--- config.mk ---
export PLATFORM = sky130hd
export DESIGN_NAME = pfdf_queue
export DESIGN_NICKNAME = d
export VERILOG_FILES = /design/src/rtl/pfdf_pkg.sv /design/src/rtl/pfdf_queue.sv
export SDC_FILE = /design/constraint.sdc
export NUM_CORES = 1
export LEC_CHECK = 0
export ABC_AREA = 1
export BUFFER_PORTS_ARGS = -buffer_cell sky130_fd_sc_hd__buf_2
export CORE_MARGIN = 2
export CORE_UTILIZATION = 52
export CTS_CLUSTER_DIAMETER = 30
export DETAILED_ROUTE_END_ITERATION = 8
export PLACE_DENSITY = 0.79
export SKIP_LAST_GASP = 1
export SYNTH_ARGS = -nofsm -noshare
export SYNTH_HDL_FRONTEND = slang
export SYNTH_SLANG_ARGS = --single-unit
--- constraint.sdc ---
create_clock -name clk -period 3.4 [get_ports clk]
set_clock_uncertainty 0.15 [all_clocks]
set_input_delay 0.17 -clock clk [delete_from_list [all_inputs] [get_ports clk]]
set_output_delay 0.17 -clock clk [all_outputs]
set_load 0.02 [all_outputs]
--- src/rtl/pfdf_pkg.sv ---
`timescale 1ns / 1ps
// ----------------------------------------------------------------------------
// Page framebuffer flush package
// Shared types, codes and defaults for the paged framebuffer with dirty
// tracking and incremental panel flush.
// ----------------------------------------------------------------------------
package pfdf_pkg;

	// Default geometry of the panel.
	localparam int COLUMNS_DEF = 128;
	localparam int PAGES_DEF   = 8;

	// Widths that cover the whole supported geometry range.
	localparam int IDX_W_MAX  = 12;
	localparam int COL_W_MAX  = 8;
	localparam int PAGE_W_MAX = 4;

	// Request opcodes.
	typedef enum logic [1:0] {
		MODE_SET   = 2'd0,
		MODE_GET   = 2'd1,
		MODE_FLUSH = 2'd2
	} mode_t;

	// Result kinds.
	typedef enum logic [1:0] {
		KIND_CMD   = 2'd0,
		KIND_DATA  = 2'd1,
		KIND_PIXEL = 2'd2
	} kind_t;

	// Panel command bytes.
	localparam logic [7:0] CMD_PAGE    = 8'hB0;
	localparam logic [7:0] CMD_COL_LO  = 8'h00;
	localparam logic [7:0] CMD_COL_HI  = 8'h10;
	localparam logic [7:0] NIBBLE_MASK = 8'h0F;
	localparam logic [7:0] PIXEL_ON    = 8'h01;

	// Result slots of one request, emitted in this order.
	localparam int SLOTS         = 7;
	localparam int SLOT_HDR_PAGE = 0;
	localparam int SLOT_HDR_LO   = 1;
	localparam int SLOT_HDR_HI   = 2;
	localparam int SLOT_POS_PAGE = 3;
	localparam int SLOT_POS_LO   = 4;
	localparam int SLOT_POS_HI   = 5;
	localparam int SLOT_DATA     = 6;

	// Classified request handed from the front end to the back end.
	typedef struct packed {
		mode_t                  op;
		logic [IDX_W_MAX-1:0]   idx;
		logic [PAGE_W_MAX-1:0]  page;
		logic [COL_W_MAX-1:0]   col;
		logic [2:0]             bsel;
		logic                   color;
		logic                   in_panel;
		logic                   col_zero;
		logic                   pos_zero;
	} job_t;

endpackage

--- src/rtl/pfdf_queue.sv ---
`timescale 1ns / 1ps
// ----------------------------------------------------------------------------
// Request queue
// Two-entry queue of classified requests between the front and back ends.
// ----------------------------------------------------------------------------
module pfdf_queue import pfdf_pkg::*; (
	input  logic clk,
	input  logic arst_n,
	input  logic push,
	input  job_t push_job,
	output logic full,
	input  logic pop,
	output logic empty,
	output job_t head
);

	job_t       ent_q [2];
	logic       wr_ptr_q;
	logic       rd_ptr_q;
	logic [1:0] cnt_q;

	assign full  = (cnt_q == 2'd2);
	assign empty = (cnt_q == 2'd0);
	assign head  = ent_q[rd_ptr_q];

	// Entry storage.
	always_ff @(posedge clk) begin
		if (push) begin
			ent_q[wr_ptr_q] <= push_job;
		end
	end

	// Pointers and fill count.
	always_ff @(posedge clk or negedge arst_n) begin
		if (!arst_n) begin
			wr_ptr_q <= 1'b0;
			rd_ptr_q <= 1'b0;
			cnt_q    <= 2'd0;
		end else begin
			if (push) begin
				wr_ptr_q <= ~wr_ptr_q;
			end
			if (pop) begin
				rd_ptr_q <= ~rd_ptr_q;
			end
			if (push && !pop) begin
				cnt_q <= cnt_q + 2'd1;
			end else if (pop && !push) begin
				cnt_q <= cnt_q - 2'd1;
			end
		end
	end

endmodule

==> metrics.txt <==
status=completed; critical path cell sequence=mux2_2 > buf_2; Total Routing Usage GR=16.1%; mapped cell area=0.00274 mm2; Switching Fraction=30.6%; htree depth=3; global placement routability congestion=approximately 0.67; synthesized area per cell=21.4 um2; most frequent cells in the layout=buf_2 (71), edfxtp_1 (66), dlygate4sd3_1 (36), mux2_4 (29), clkbuf_8 (9); Internal=2.02 mW; routed via count=1468; clock latency on the worst-skew pair=0.32 ns; die height=between 70 and 80 um; Starting Density=53.7%; sequential-to-total area share from yosys stat=76.0%; layout cells sized above 1=48.4%; CORE AREA=between 0.005 and 0.006 mm2; vias per cell=4.62; global-route wire length before repair=around 7000 um; Overflow after GRT=0; M3 GR Usage=4.98%; Worst IR Drop VDD=504 uV; CP required=3.08 ns; Placed Area=0.00313 mm2; Setup CP Type=flip-flop to primary output; endpoint class of the critical path=primary output; Slowest-stage cell, CP=dfrtp_2; Final setup viols=0; cell count after synthesis=128; TritonCTS Sinks=70; vias in the first global route=1555; WP data arrival=1.95 ns; CTS tree=built; worst slew pin tran=1.00 ns; clock-pin slew on the worst setup and hold paths=~0.070 ns; num ports=72; Bufs on Longest Clock Path=2; Worst Path Max Fanout=34; Post-layout nets=281; Fin Setup TNS=0 ns; initial antenna violation count=0; Startpoint Class=flip-flop; largest net degree at the start of global routing=35; r2r setup slk=~1.6 ns; met1 usage=16.7%; WL final=4420 um; P&R area growth vs syn=34.8%; final core occ=72.3%; final max-slew violation count=0; LEAKAGE=between 1.5 and 2 nW; CP top delay family=flip-flops; post-CTS sizing=0; Min Hold Slack=0.0367 ns; DR WL/cell=13.9 um; HP Class=primary input to asynchronous set/reset pin; power density cells=789 mW/mm2; max cap viols=0; Tcrit/Tclk final=66.7%; unrepaired setup endpoints after global routing=no; Port Buffers=71; part of the power in the clock network=23.5%; diode count=0; GR Util met2=29.2%; crit path buf inv count=1; Final ANT Viol Nets=0; busiest grt layer=met2; cts bufs inserted=9; Worst slew margin=33.1%; HPWL Detailed=2590 um; die width=76.6 um; Core Rows=26; post-synth cell types=14; commonest non-fill, non-tap cell in the layout=buf_2; number of fill cells=324; Yosys reg bits=70; Yosys Warn Count=0; 1st-iter DRT viols=77; Post-Syn Nets=166; Final Hold Viols=0; CTS Root Cell=clkbuf_8; fin area=0.00369 mm2; Logic pwr share=about a third; Tmin final=2.27 ns; Detailed Routing Iterations Pass 1=4; slowest stage delay, CP=1.03 ns; die area=~0.0059 mm2; Reg power frac=44.9%; Net Sw Power=891 uW; f_max=441 MHz; Power Total=around 3 mW; # DRC=0
logic make-up (layout without fill, tap and decap cells):
| group | Yosys count | after routing | share of synthesized area, % |
|---|---|---|---|
| flops | 70 | 70 | 76.0 |
| mux | 33 | 33 | 17.5 |
| buf+inv | 11 | 131 | 3.56 |
| simple gates | 10 | 10 | 1.51 |
| xor+xnor | 3 | 3 | 0.959 |
| fa+ha+maj | 1 | 1 | 0.457 |
stage by stage:
step                setup WS (ns)  instances
global placement             1.46        266
CTS                          1.08        318
finish                       1.13        318
floorplan                    1.02        128
detailed placement           1.44        266
global route                 1.02        318
worst reg2reg max path, cell delays in order, from the launching register on:
cell     delay, ns
dfrtp_1       0.42
nand2_1       0.07
inv_1         0.44
buf_4         0.39
power groups by stage:
stage               Sequential [mW]  Combinational (mW)  Clock [mW]
CTS                            1.31               0.928       0.694
detailed placement             1.33               0.892           0
finish                         1.31               0.921       0.685
global placement               1.32               0.884           0
floorplan                      1.21               0.822           0
global route                   1.33               0.978       0.741
layer usage:
layer	up-vias	share of wire [%]	routed length [um]
li1	714	-	-
met1	700	40	1760
met2	45	54	2380
met3	9	4.5	201
met4	0	1.9	84
met5	-	0	0
layout make-up:
cell class | instances | area, um2 | share of cell area (%)
clock buffer | 11 | 131 | 3.56
clock inverter | 5 | 73.8 | 2.00
inverter | 7 | 26.3 | 0.711
multi-input combinational | 47 | 568 | 15.4
sequential | 70 | 2080 | 56.4
tap | 70 | 87.6 | 2.37
timing repair buffer | 108 | 723 | 19.6
worst paths after layout:
check	start	to	cells after the start
setup reg to reg	wr_ptr_q$_DFFE_PN0P_	ent_q[1][8]$_DFFE_PP_	3
setup / recovery	rd_ptr_q$_DFFE_PN0P_	head[32]	2
max in group asynchronous	arst_n	rd_ptr_q$_DFFE_PN0P_	2
min in group clk	cnt_q[1]$_DFFE_PN0P_	cnt_q[1]$_DFFE_PN0P_	2
hold / removal	arst_n	cnt_q[0]$_DFFE_PN0P_	2
hold reg to reg	cnt_q[1]$_DFFE_PN0P_	cnt_q[1]$_DFFE_PN0P_	2
registers in the layout (all words and copies together) (netlist names):
| register | count |
|---|---|
| ent_q | 66 |
| cnt_q | 2 |
| rd_ptr_q | 1 |
| wr_ptr_q | 1 |
Yosys cell counts, drive strengths merged:
master,n,area (um2)
buf,4,71.3
dfrtp,4,100
edfxtp,66,1980
ha,1,12.5
inv,7,26.3
mux2,33,480
nand2,5,18.8
nand3,1,5.00
nand4,1,6.26
nor2,3,11.3
xnor2,1,8.76
xor2,2,17.5
what timing repair did:
action | in CTS | in global routing
setup endpoints to repair | 0 | 0
setup buffers | 0 | 0
endpoints found under the hold margin | 72 | 0
hold buffers | 36 | 0
Power figures use the tool's default switching activity.
