<file path="src/rtl/pfdf_pkg.sv">
`timescale 1ns / 1ps
// ----------------------------------------------------------------------------
// Page framebuffer flush package
// Shared types, codes and defaults for the paged framebuffer with dirty
// tracking and incremental panel flush.
// ----------------------------------------------------------------------------
package pfdf_pkg;

	// Default geometry of the panel.
	localparam int COLUMNS_DEF = 128;
	localparam int PAGES_DEF   = 8;

	// Widths that cover the whole supported geometry range.
	localparam int IDX_W_MAX  = 12;
	localparam int COL_W_MAX  = 8;
	localparam int PAGE_W_MAX = 4;

	// Request opcodes.
	typedef enum logic [1:0] {
		MODE_SET   = 2'd0,
		MODE_GET   = 2'd1,
		MODE_FLUSH = 2'd2
	} mode_t;

	// Result kinds.
	typedef enum logic [1:0] {
		KIND_CMD   = 2'd0,
		KIND_DATA  = 2'd1,
		KIND_PIXEL = 2'd2
	} kind_t;

	// Panel command bytes.
	localparam logic [7:0] CMD_PAGE    = 8'hB0;
	localparam logic [7:0] CMD_COL_LO  = 8'h00;
	localparam logic [7:0] CMD_COL_HI  = 8'h10;
	localparam logic [7:0] NIBBLE_MASK = 8'h0F;
	localparam logic [7:0] PIXEL_ON    = 8'h01;

	// Result slots of one request, emitted in this order.
	localparam int SLOTS         = 7;
	localparam int SLOT_HDR_PAGE = 0;
	localparam int SLOT_HDR_LO   = 1;
	localparam int SLOT_HDR_HI   = 2;
	localparam int SLOT_POS_PAGE = 3;
	localparam int SLOT_POS_LO   = 4;
	localparam int SLOT_POS_HI   = 5;
	localparam int SLOT_DATA     = 6;

	// Classified request handed from the front end to the back end.
	typedef struct packed {
		mode_t                  op;
		logic [IDX_W_MAX-1:0]   idx;
		logic [PAGE_W_MAX-1:0]  page;
		logic [COL_W_MAX-1:0]   col;
		logic [2:0]             bsel;
		logic                   color;
		logic                   in_panel;
		logic                   col_zero;
		logic                   pos_zero;
	} job_t;

endpackage

</file>
<file path="src/rtl/pfdf_front.sv">
`timescale 1ns / 1ps
// ----------------------------------------------------------------------------
// Front end
// Accepts requests, checks bounds, computes byte addresses and tracks the
// flush scan position, then queues the classified request.
// ----------------------------------------------------------------------------
module pfdf_front import pfdf_pkg::*; #(
	parameter int COLUMNS = COLUMNS_DEF,
	parameter int PAGES   = PAGES_DEF
) (
	input  logic       clk,
	input  logic       arst_n,
	input  logic       req_valid,
	output logic       req_stall,
	input  logic [1:0] mode,
	input  logic [6:0] x,
	input  logic [5:0] y,
	input  logic       color,
	input  logic       q_full,
	input  logic       clearing,
	output logic       q_push,
	output job_t       q_job
);

	localparam int CELLS = COLUMNS * PAGES;
	localparam int AW    = $clog2(CELLS);
	localparam int CW    = $clog2(COLUMNS);
	localparam int PW    = (PAGES > 1) ? $clog2(PAGES) : 1;

	logic [AW-1:0] scan_idx_q;
	logic [CW-1:0] scan_col_q;
	logic [PW-1:0] scan_page_q;

	logic                 accept;
	logic                 keep;
	logic [2:0]           pg;
	logic                 in_panel;
	logic [IDX_W_MAX-1:0] pix_idx;

	// No new request while the queue is full or the store is being cleared.
	assign req_stall = q_full | clearing;
	assign accept    = req_valid & ~req_stall;
	assign q_push    = accept & keep;

	// Pixel address and bounds check.
	assign pg       = y[5:3];
	assign in_panel = ({2'b00, x} < 9'(COLUMNS)) && ({2'b00, pg} < 5'(PAGES));
	assign pix_idx  = IDX_W_MAX'(pg) * IDX_W_MAX'(COLUMNS) + IDX_W_MAX'(x);

	// Classify the request.
	always_comb begin
		keep           = 1'b0;
		q_job.op       = MODE_SET;
		q_job.idx      = pix_idx;
		q_job.page     = PAGE_W_MAX'(pg);
		q_job.col      = COL_W_MAX'(x);
		q_job.bsel     = y[2:0];
		q_job.color    = color;
		q_job.in_panel = in_panel;
		q_job.col_zero = 1'b0;
		q_job.pos_zero = 1'b0;
		case (mode)
			MODE_SET: begin
				keep = in_panel;
			end
			MODE_GET: begin
				keep     = 1'b1;
				q_job.op = MODE_GET;
			end
			MODE_FLUSH: begin
				keep           = 1'b1;
				q_job.op       = MODE_FLUSH;
				q_job.idx      = IDX_W_MAX'(scan_idx_q);
				q_job.page     = PAGE_W_MAX'(scan_page_q);
				q_job.col      = COL_W_MAX'(scan_col_q);
				q_job.col_zero = (scan_col_q == '0);
				q_job.pos_zero = (scan_idx_q == '0);
			end
			default: begin
				keep = 1'b0;
			end
		endcase
	end

	// Flush scan position, page-major with wrap after the last byte.
	always_ff @(posedge clk or negedge arst_n) begin
		if (!arst_n) begin
			scan_idx_q  <= '0;
			scan_col_q  <= '0;
			scan_page_q <= '0;
		end else if (accept && (mode == MODE_FLUSH)) begin
			if (scan_idx_q == AW'(CELLS - 1)) begin
				scan_idx_q  <= '0;
				scan_col_q  <= '0;
				scan_page_q <= '0;
			end else begin
				scan_idx_q <= scan_idx_q + AW'(1);
				if (scan_col_q == CW'(COLUMNS - 1)) begin
					scan_col_q  <= '0;
					scan_page_q <= scan_page_q + PW'(1);
				end else begin
					scan_col_q <= scan_col_q + CW'(1);
				end
			end
		end
	end

endmodule

</file>
<file path="config.mk">
export PLATFORM = sky130hd
export DESIGN_NAME = pfdf_front
export DESIGN_NICKNAME = d
export VERILOG_FILES = /design/src/rtl/pfdf_pkg.sv /design/src/rtl/pfdf_front.sv
export SDC_FILE = /design/constraint.sdc
export NUM_CORES = 1
export LEC_CHECK = 0
export ABC_AREA = 1
export BUFFER_PORTS_ARGS = -buffer_cell sky130_fd_sc_hd__buf_2
export CELL_PAD_IN_SITES_DETAIL_PLACEMENT = 1
export CELL_PAD_IN_SITES_GLOBAL_PLACEMENT = 1
export CORE_UTILIZATION = 35
export CTS_BUF_LIST = sky130_fd_sc_hd__clkbuf_16
export CTS_CLUSTER_DIAMETER = 200
export CTS_CLUSTER_SIZE = 14
export DETAILED_ROUTE_END_ITERATION = 16
export GPL_TIMING_DRIVEN = 0
export HOLD_SLACK_MARGIN = 0.02
export PLACE_DENSITY = 0.81
export SYNTH_ARGS = -nofsm -noshare
export SYNTH_HDL_FRONTEND = slang
export SYNTH_SLANG_ARGS = --single-unit
export TNS_END_PERCENT = 1
</file>
<file path="constraint.sdc">
create_clock -name clk -period 2.7 [get_ports clk]
set_input_delay 0.54 -clock clk [delete_from_list [all_inputs] [get_ports clk]]
set_output_delay 0.54 -clock clk [all_outputs]
set_load 0.005 [all_outputs]
</file>
==> impl_metrics.sql, run 1 <==
INSERT INTO impl_metrics (metric_group, metric, value, unit) VALUES
('die', 'dieArea', '4560', 'um2'),
('logic_synthesis', 'synth_area_in_compound_gates', '8.66', '%'),
('routing', 'drc', '0', ''),
('cells_and_area', 'area.growth.synth_to_final', '25.2', '%'),
('routing', 'drtAntennaViolNets', '0', ''),
('logic_synthesis', 'yosysWarningCount', '0', ''),
('logic_synthesis', 'number_of_enable_flip_flop_cells_after_synthesis', '0', ''),
('logic_synthesis', 'asyncSetResetFlopFracSynth', '100', '%'),
('placement', 'io_buffers', '46', ''),
('grt', 'grtUsageMet2', '34.9', '%'),
('clock_tree', 'clkSinkCount', '20', ''),
('logic_synthesis', 'synth_commonest_cells', '67 x nand2_1, 29 x inv_1, 23 x o21ai_0', ''),
('cells_and_area', 'nets', '302', ''),
('run', 'cap_viol_max_count', '0', ''),
('routing', 'post_drt_via_cell_ratio', '4.94', ''),
('sta', 'timing.final.hold_violations', '0', ''),
('logic_synthesis', 'synthesis.instances', '222', ''),
('logic_synthesis', 'synth_seq_area_share', '33.3', '%'),
('grt', 'global_route_wire_length_before_repair', '7020', 'um'),
('sta', 'post-route-min-period', '2.33', 'ns'),
('logic_synthesis', 'syn_avg_cell_area', '6.77', 'um2'),
('placement', 'placed_cells', '321', ''),
('sta', 'worst_pin_slew', '0.520', 'ns'),
('logic_synthesis', 'ys_top_cells_by_area', 'dfrtp_1 33%, nand2_1 17%, o21ai_0 7.7%', ''),
('sta', 'setup_tns', '0', 'ns'),
('grt', 'grt_util_met3', '2.36', '%'),
('logic_synthesis', 'yosysMostFrequentCell', 'nand2_1', ''),
('setup_path', 'worst-setup-path-type', 'in2out', ''),
('pwr', 'worst_ir_drop_vdd', '0.217', 'mV'),
('grt', 'grt_remaining_overflow', '0', ''),
('grt', 'antenna_found_initial', '0', ''),
('clock_tree', 'clock_tree.buffer_depth', '2', ''),
('clock_tree', 'cts-buffers-inserted', '3', ''),
('status', 'run_status', 'completed', ''),
('placement', 'global_placer_s_final_weighted_congestion', '0.864', ''),
('routing', 'dr_total_vias', '1600', ''),
('clock_tree', 'clock_latency', '0.25', 'ns'),
('logic_synthesis', 'synth.mux.area_fraction', '0', '%'),
('setup_path', 'timing.critical_path.required', '2.16', 'ns'),
('die', 'chipWidth', '67.5', 'um'),
('setup_path', 'reg2regPathDepth', '6', ''),
('grt', 'largest_net_degree_at_the_start_of_global_routing', '21', ''),
('sta', 'timing.final.ws_setup', '0.368', 'ns'),
('grt', 'use_met1', '28.9', '%'),
('die', 'start_util', '37.0', '%'),
('die', 'design.portCount', '56', ''),
('sta', 'finalCritPeriodShare', '86.4', '%'),
('die', 'design.core.area', '4060', 'um2'),
('die', 'placement_rows', '23', ''),
('logic_synthesis', 'ys_ff_latch', '20', ''),
('cells_and_area', 'post_layout_nonfiller_instances', '324', ''),
('grt', 'all_layer_global_routing_usage', '21.0', '%'),
('pwr', 'power_density', '514', 'nW/um2'),
('placement', 'setup_slack_at_placement', '0.375', 'ns'),
('worst_hold_path', 'timing.hold.worst.class', 'in2async', ''),
('cells_and_area', 'finish.utilization', '46.4', '%'),
('sta', 'fmax', '429', 'MHz'),
('grt', 'gr-max-usage-layer', 'met2', ''),
('cells_and_area', 'antenna-diode-count', '0', ''),
('logic_synthesis', 'synthesis.area', '1500', 'um2'),
('sta', 'setup-violations-final', '0', ''),
('logic_synthesis', 'synth_xor_xnor_area_share', '3.50', '%'),
('clock_tree', 'cts_tree', 'yes', ''),
('logic_synthesis', 'synth_largest_area_cell', 'dfrtp_1', ''),
('sta', 'slew-limit-headroom', '65.1', '%'),
('logic_synthesis', 'synth_cell_types', '25', ''),
('setup_path', 'cp-end-kind', 'output pin', ''),
('setup_path', 'worstReg2RegEnd', 'scan_col_q[3]$_DFFE_PN0P_', ''),
('cells_and_area', 'final.fill_count', '569', ''),
('sta', 'maxSlewViolCount', '0', ''),
('logic_synthesis', 'synth_top_family_by_area', 'simple AND/OR/NAND/NOR gates', '');
==> metal layers <==
layer	share of wire, %	wire, um
met3	5.1	228
met1	48	2150
met2	46	2060
met5	0	0
met4	0.47	21
==> logic make-up after synthesis <==
group / Yosys count
and+or+nand+nor: 117
buffers and inverters: 46
AOI/OAI and AO/OA: 26
DFF: 20
xor gates and xnor gates: 6
adders and majority gates: 5
other: 2
==> final cells by class <==
class                           count  area (um2)  area share (%)
Multi-Input combinational cell    159         781            41.5
Sequential cell                    20         500            26.6
Timing Repair Buffer               46         230            12.2
Inverter                           32         121            6.45
Buffer                             14         111            5.92
Clock buffer                        3        75.1            3.99
Tap cell                           50        62.6            3.32
==> how the worst max path moves through the flow <==
stage | from | to | slack, ns | cells after the start
CTS | mode[1] | q_job[24] | 0.35 | 7
global route | mode[1] | q_job[22] | 0.26 | 7
finish | mode[1] | q_job[22] | 0.37 | 7
global placement | mode[1] | q_job[24] | 0.37 | 8
floorplan | mode[1] | q_job[10] | 0.95 | 5
detailed placement | mode[1] | q_job[24] | 0.37 | 8
==> worst max-delay path, cell delays in order <==
cell and delay, ns:
buf_2 0.12, inv_2 0.05, nor2_4 0.22, inv_2 0.17, clkbuf_1 0.26, o21ai_0 0.27, buf_2 0.16
==> placed cells by master (no fill, tap or decap), types with 3 or more instances in the layout <==
master and n:
o21ai_0 23, xor2_1 6, nand4_1 7, nor2_1 20
nand3_1 15, nand2_1 67, clkbuf_16 3, ha_1 5
buf_4 9, dfrtp_1 20, buf_2 47, inv_1 29
conb_1 5
==> state kept, by name (all words and copies together) (netlist names) <==
name         cells
scan_col_q       7
scan_idx_q      10
scan_page_q      3
==> report_power, final <==
part / switching [mW] / internal, mW / total (mW)
Sequential: 0.0569 / 0.344 / 0.401
Combinational: 0.155 / 0.106 / 0.261
Clock: 0.110 / 0.195 / 0.305
Total: 0.321 / 0.645 / 0.967
Power figures use the tool's default switching activity.
==> run 2, diff against run 1 <==
--- a/config.mk
+++ b/config.mk
@@ -14,9 +14,9 @@
 export CTS_CLUSTER_DIAMETER = 200
 export CTS_CLUSTER_SIZE = 14
 export DETAILED_ROUTE_END_ITERATION = 16
-export GPL_TIMING_DRIVEN = 0
 export HOLD_SLACK_MARGIN = 0.02
-export PLACE_DENSITY = 0.81
+export MAX_ROUTING_LAYER = met4
+export PLACE_DENSITY = 0.93
 export SYNTH_ARGS = -nofsm -noshare
 export SYNTH_HDL_FRONTEND = slang
 export SYNTH_SLANG_ARGS = --single-unit
==> impl_metrics.sql, run 2 (same netlist as run 1, synthesis figures left out) <==
INSERT INTO impl_metrics (metric_group, metric, value, unit) VALUES
('sta', 'maxSlewViolCount', '0', ''),
('pwr', 'share_comb_of_total_power', '23.5', '%'),
('cells_and_area', 'largest_register_ff_count', '10', ''),
('sta', 'post-route-min-period', '2.11', 'ns'),
('setup_path', 'timing.critical_path.required', '2.16', 'ns'),
('cells_and_area', 'final.fill_count', '546', ''),
('routing', 'dr.max_layer_used', 'met4', ''),
('cells_and_area', 'antenna-diode-count', '0', ''),
('worst_hold_path', 'timing.hold.worst.class', 'in2async', ''),
('grt', 'grt_remaining_overflow', '0', ''),
('sta', 'clock-skew-final', '0.00805', 'ns'),
('clock_tree', 'clock_latency', '0.26', 'ns'),
('cells_and_area', 'layout_top_registers', 'scan_idx_q: 10 flops, scan_col_q: 7 flops, scan_page_q: 3 flops', ''),
('clock_tree', 'cts-buffers-inserted', '3', ''),
('routing', 'drt_wl_total', '4560', 'um'),
('grt', 'antenna_found_initial', '0', ''),
('sta', 'timing.final.hold_violations', '0', ''),
('sta', 'setup_tns', '0', 'ns'),
('setup_path', 'critical_path_cell_with_the_highest_stage_delay', 'nor4_1', ''),
('setup_path', 'critPathTopFamily', 'buffers and inverters', ''),
('setup_path', 'cp_data_arrival_time', '1.57', 'ns'),
('cells_and_area', 'drive_gt1_share', '21.0', '%'),
('die', 'chipWidth', '67.5', 'um'),
('sta', 'finalHoldWorstSlack', '0.228', 'ns'),
('die', 'dieArea', '4560', 'um2'),
('sta', 'finalCritPeriodShare', '78.0', '%'),
('clock_tree', 'post_cts_setup_buffer_count', '0', ''),
('cells_and_area', 'nets', '284', ''),
('cells_and_area', 'area.growth.synth_to_final', '18.5', '%'),
('clock_tree', 'max_h_tree_level', '1', ''),
('setup_path', 'cp-end-kind', 'output pin', ''),
('cells_and_area', 'largest_register_by_flop_count', 'scan_idx_q', ''),
('placement', 'placement.cell_area', '1680', 'um2'),
('clock_tree', 'cts-resized-gates', '0', ''),
('grt', 'first_global_vias', '1500', ''),
('clock_tree', 'cts_tree', 'yes', ''),
('pwr', 'power_density', '606', 'nW/um2'),
('grt', 'largest_net_degree_at_the_start_of_global_routing', '29', ''),
('die', 'placement_rows', '23', ''),
('routing', 'route.met3.wl', '201', 'um'),
('pwr', 'worst_ir_drop_vdd', '0.209', 'mV'),
('setup_path', 'critical_path.cell_chain', 'buf_2, inv_2, nor2_4, inv_2, nor4_1, buf_2', ''),
('clock_tree', 'clk_transition_reported_paths', '0.06', 'ns'),
('die', 'floorplan.die.height', '67.5', 'um'),
('routing', 'dr_total_vias', '1525', ''),
('clock_tree', 'clkSinkCount', '20', ''),
('pwr', 'p_total', '1.08', 'mW'),
('routing', 'detail_route.wl_per_cell', '14.8', 'um'),
('setup_path', 'crit_buf_inv', '4', ''),
('setup_path', 'worst-setup-path-type', 'in2out', ''),
('routing', 'post_drt_via_cell_ratio', '4.97', ''),
('sta', 'setup-violations-final', '0', ''),
('setup_path', 'category_of_the_worst_setup_path_launch_point', 'input port', ''),
('sta', 'worst_pin_slew', '0.511', 'ns'),
('pwr', 'total_switching_power', '0.344', 'mW'),
('routing', 'wire_length_on_met2', '2250', 'um'),
('routing', 'dr.first_iter.drc_count', '46', ''),
('clock_tree', 'cts_hold_repair.buffers', '0', ''),
('die', 'start_util', '37.0', '%'),
('routing', 'detail_route.wirelength.met1', '2010', 'um'),
('setup_path', 'worst_path_largest_cell_delay', '0.30', 'ns'),
('cells_and_area', 'most_frequent_cells_in_the_layout', '67 x nand2_1, 42 x buf_2, 29 x inv_1', ''),
('status', 'run_status', 'completed', ''),
('die', 'design.portCount', '56', ''),
('run', 'cap_viol_max_count', '0', ''),
('placement', 'global_placer_s_final_weighted_congestion', '0.895', ''),
('clock_tree', 'clock_tree.buffer_depth', '2', ''),
('sta', 'fmax', '475', 'MHz'),
('sta', 'slew-limit-headroom', '65.7', '%'),
('die', 'design.core.area', '4060', 'um2'),
('routing', 'detail_route.first_pass.iterations', '4', ''),
('cells_and_area', 'post_layout_nonfiller_instances', '307', ''),
('grt', 'all_layer_global_routing_usage', '22.7', '%'),
('sta', 'setup_repair_after_global_routing_missed_its_margin', 'false', ''),
('pwr', 'switching_share', '31.9', '%'),
('grt', 'global_route_wire_length_before_repair', '7250', 'um'),
('cells_and_area', 'final_common_cell', 'nand2_1', ''),
('pwr', 'clock_power_share', '39.3', '%'),
('pwr', 'p_int', '0.735', 'mW'),
('pwr', 'cellLeakagePower', '0.985', 'nW'),
('clock_tree', 'cts-root-buf', 'clkbuf_16', ''),
('routing', 'drc', '0', ''),
('placement', 'io_buffers', '42', ''),
('pwr', 'register_share_of_total_power', '37.2', '%'),
('setup_path', 'crit_path_max_fanout', '28', ''),
('cells_and_area', 'finalInstanceArea', '1780', 'um2'),
('placement', 'dp.final_hpwl', '3440', 'um'),
('routing', 'drtAntennaViolNets', '0', ''),
('placement', 'placed_cells', '303', '');
run 2: cell types whose count changed in the layout (fill, tap and decap cells not counted), sizes merged:
| cell | change |
|---|---|
| buf | -16 |
| clkbuf | -2 |
| bufinv | +1 |
run 2: final timing paths:
| check | startpoint | endpoint | slack, ns | cells after the start |
|---|---|---|---|---|
| setup / recovery | mode[1] | q_job[1] | 0.59 | 6 |
| hold / removal | arst_n | scan_col_q[4]$_DFFE_PN0P_ | 0.23 | 1 |
| setup reg to reg | scan_idx_q[0]$_DFFE_PN0P_ | scan_page_q[1]$_DFFE_PN0P_ | 0.63 | 8 |
| hold reg to reg | scan_idx_q[2]$_DFFE_PN0P_ | scan_idx_q[2]$_DFFE_PN0P_ | 0.53 | 1 |
| max in group asynchronous | arst_n | scan_idx_q[5]$_DFFE_PN0P_ | 2.13 | 1 |
| min in group clk | scan_idx_q[2]$_DFFE_PN0P_ | scan_idx_q[2]$_DFFE_PN0P_ | 0.53 | 1 |
run 2: area by class of cell:
cell class,count,area (um2),area share [%]
clock inverters,1,30.0,1.69
flip-flops and latches,20,500,28.1
multi-input cells,159,781,43.9
clock buffers,3,75.1,4.22
well taps,50,62.6,3.51
repair buffers,42,210,11.8
inverters,32,121,6.82
run 2: power groups by stage:
stage                     Combinational, mW  Sequential (mW)  Clock (mW)
after floorplan                       0.167            0.391           0
after global placement                0.233            0.402           0
after detailed placement              0.246            0.406           0
after CTS                             0.256            0.402       0.430
after global routing                  0.289            0.411       0.440
final                                 0.253            0.402       0.423
run 2: per-stage QoR:
stage          setup WS, ns  utilization [%]
6_report              0.593             43.9
5_1_grt               0.466             43.9
4_1_cts               0.594             43.9
3_5_place_dp          0.597             41.3
3_3_place_gp          0.695             41.3
2_1_floorplan         0.951                -
run 2: per-layer routing:
layer	vias to the layer above	global-route usage, %
met2	52	38.0
met5	-	-
met3	8	2.53
met4	0	11.7
met1	714	26.6
li1	751	-
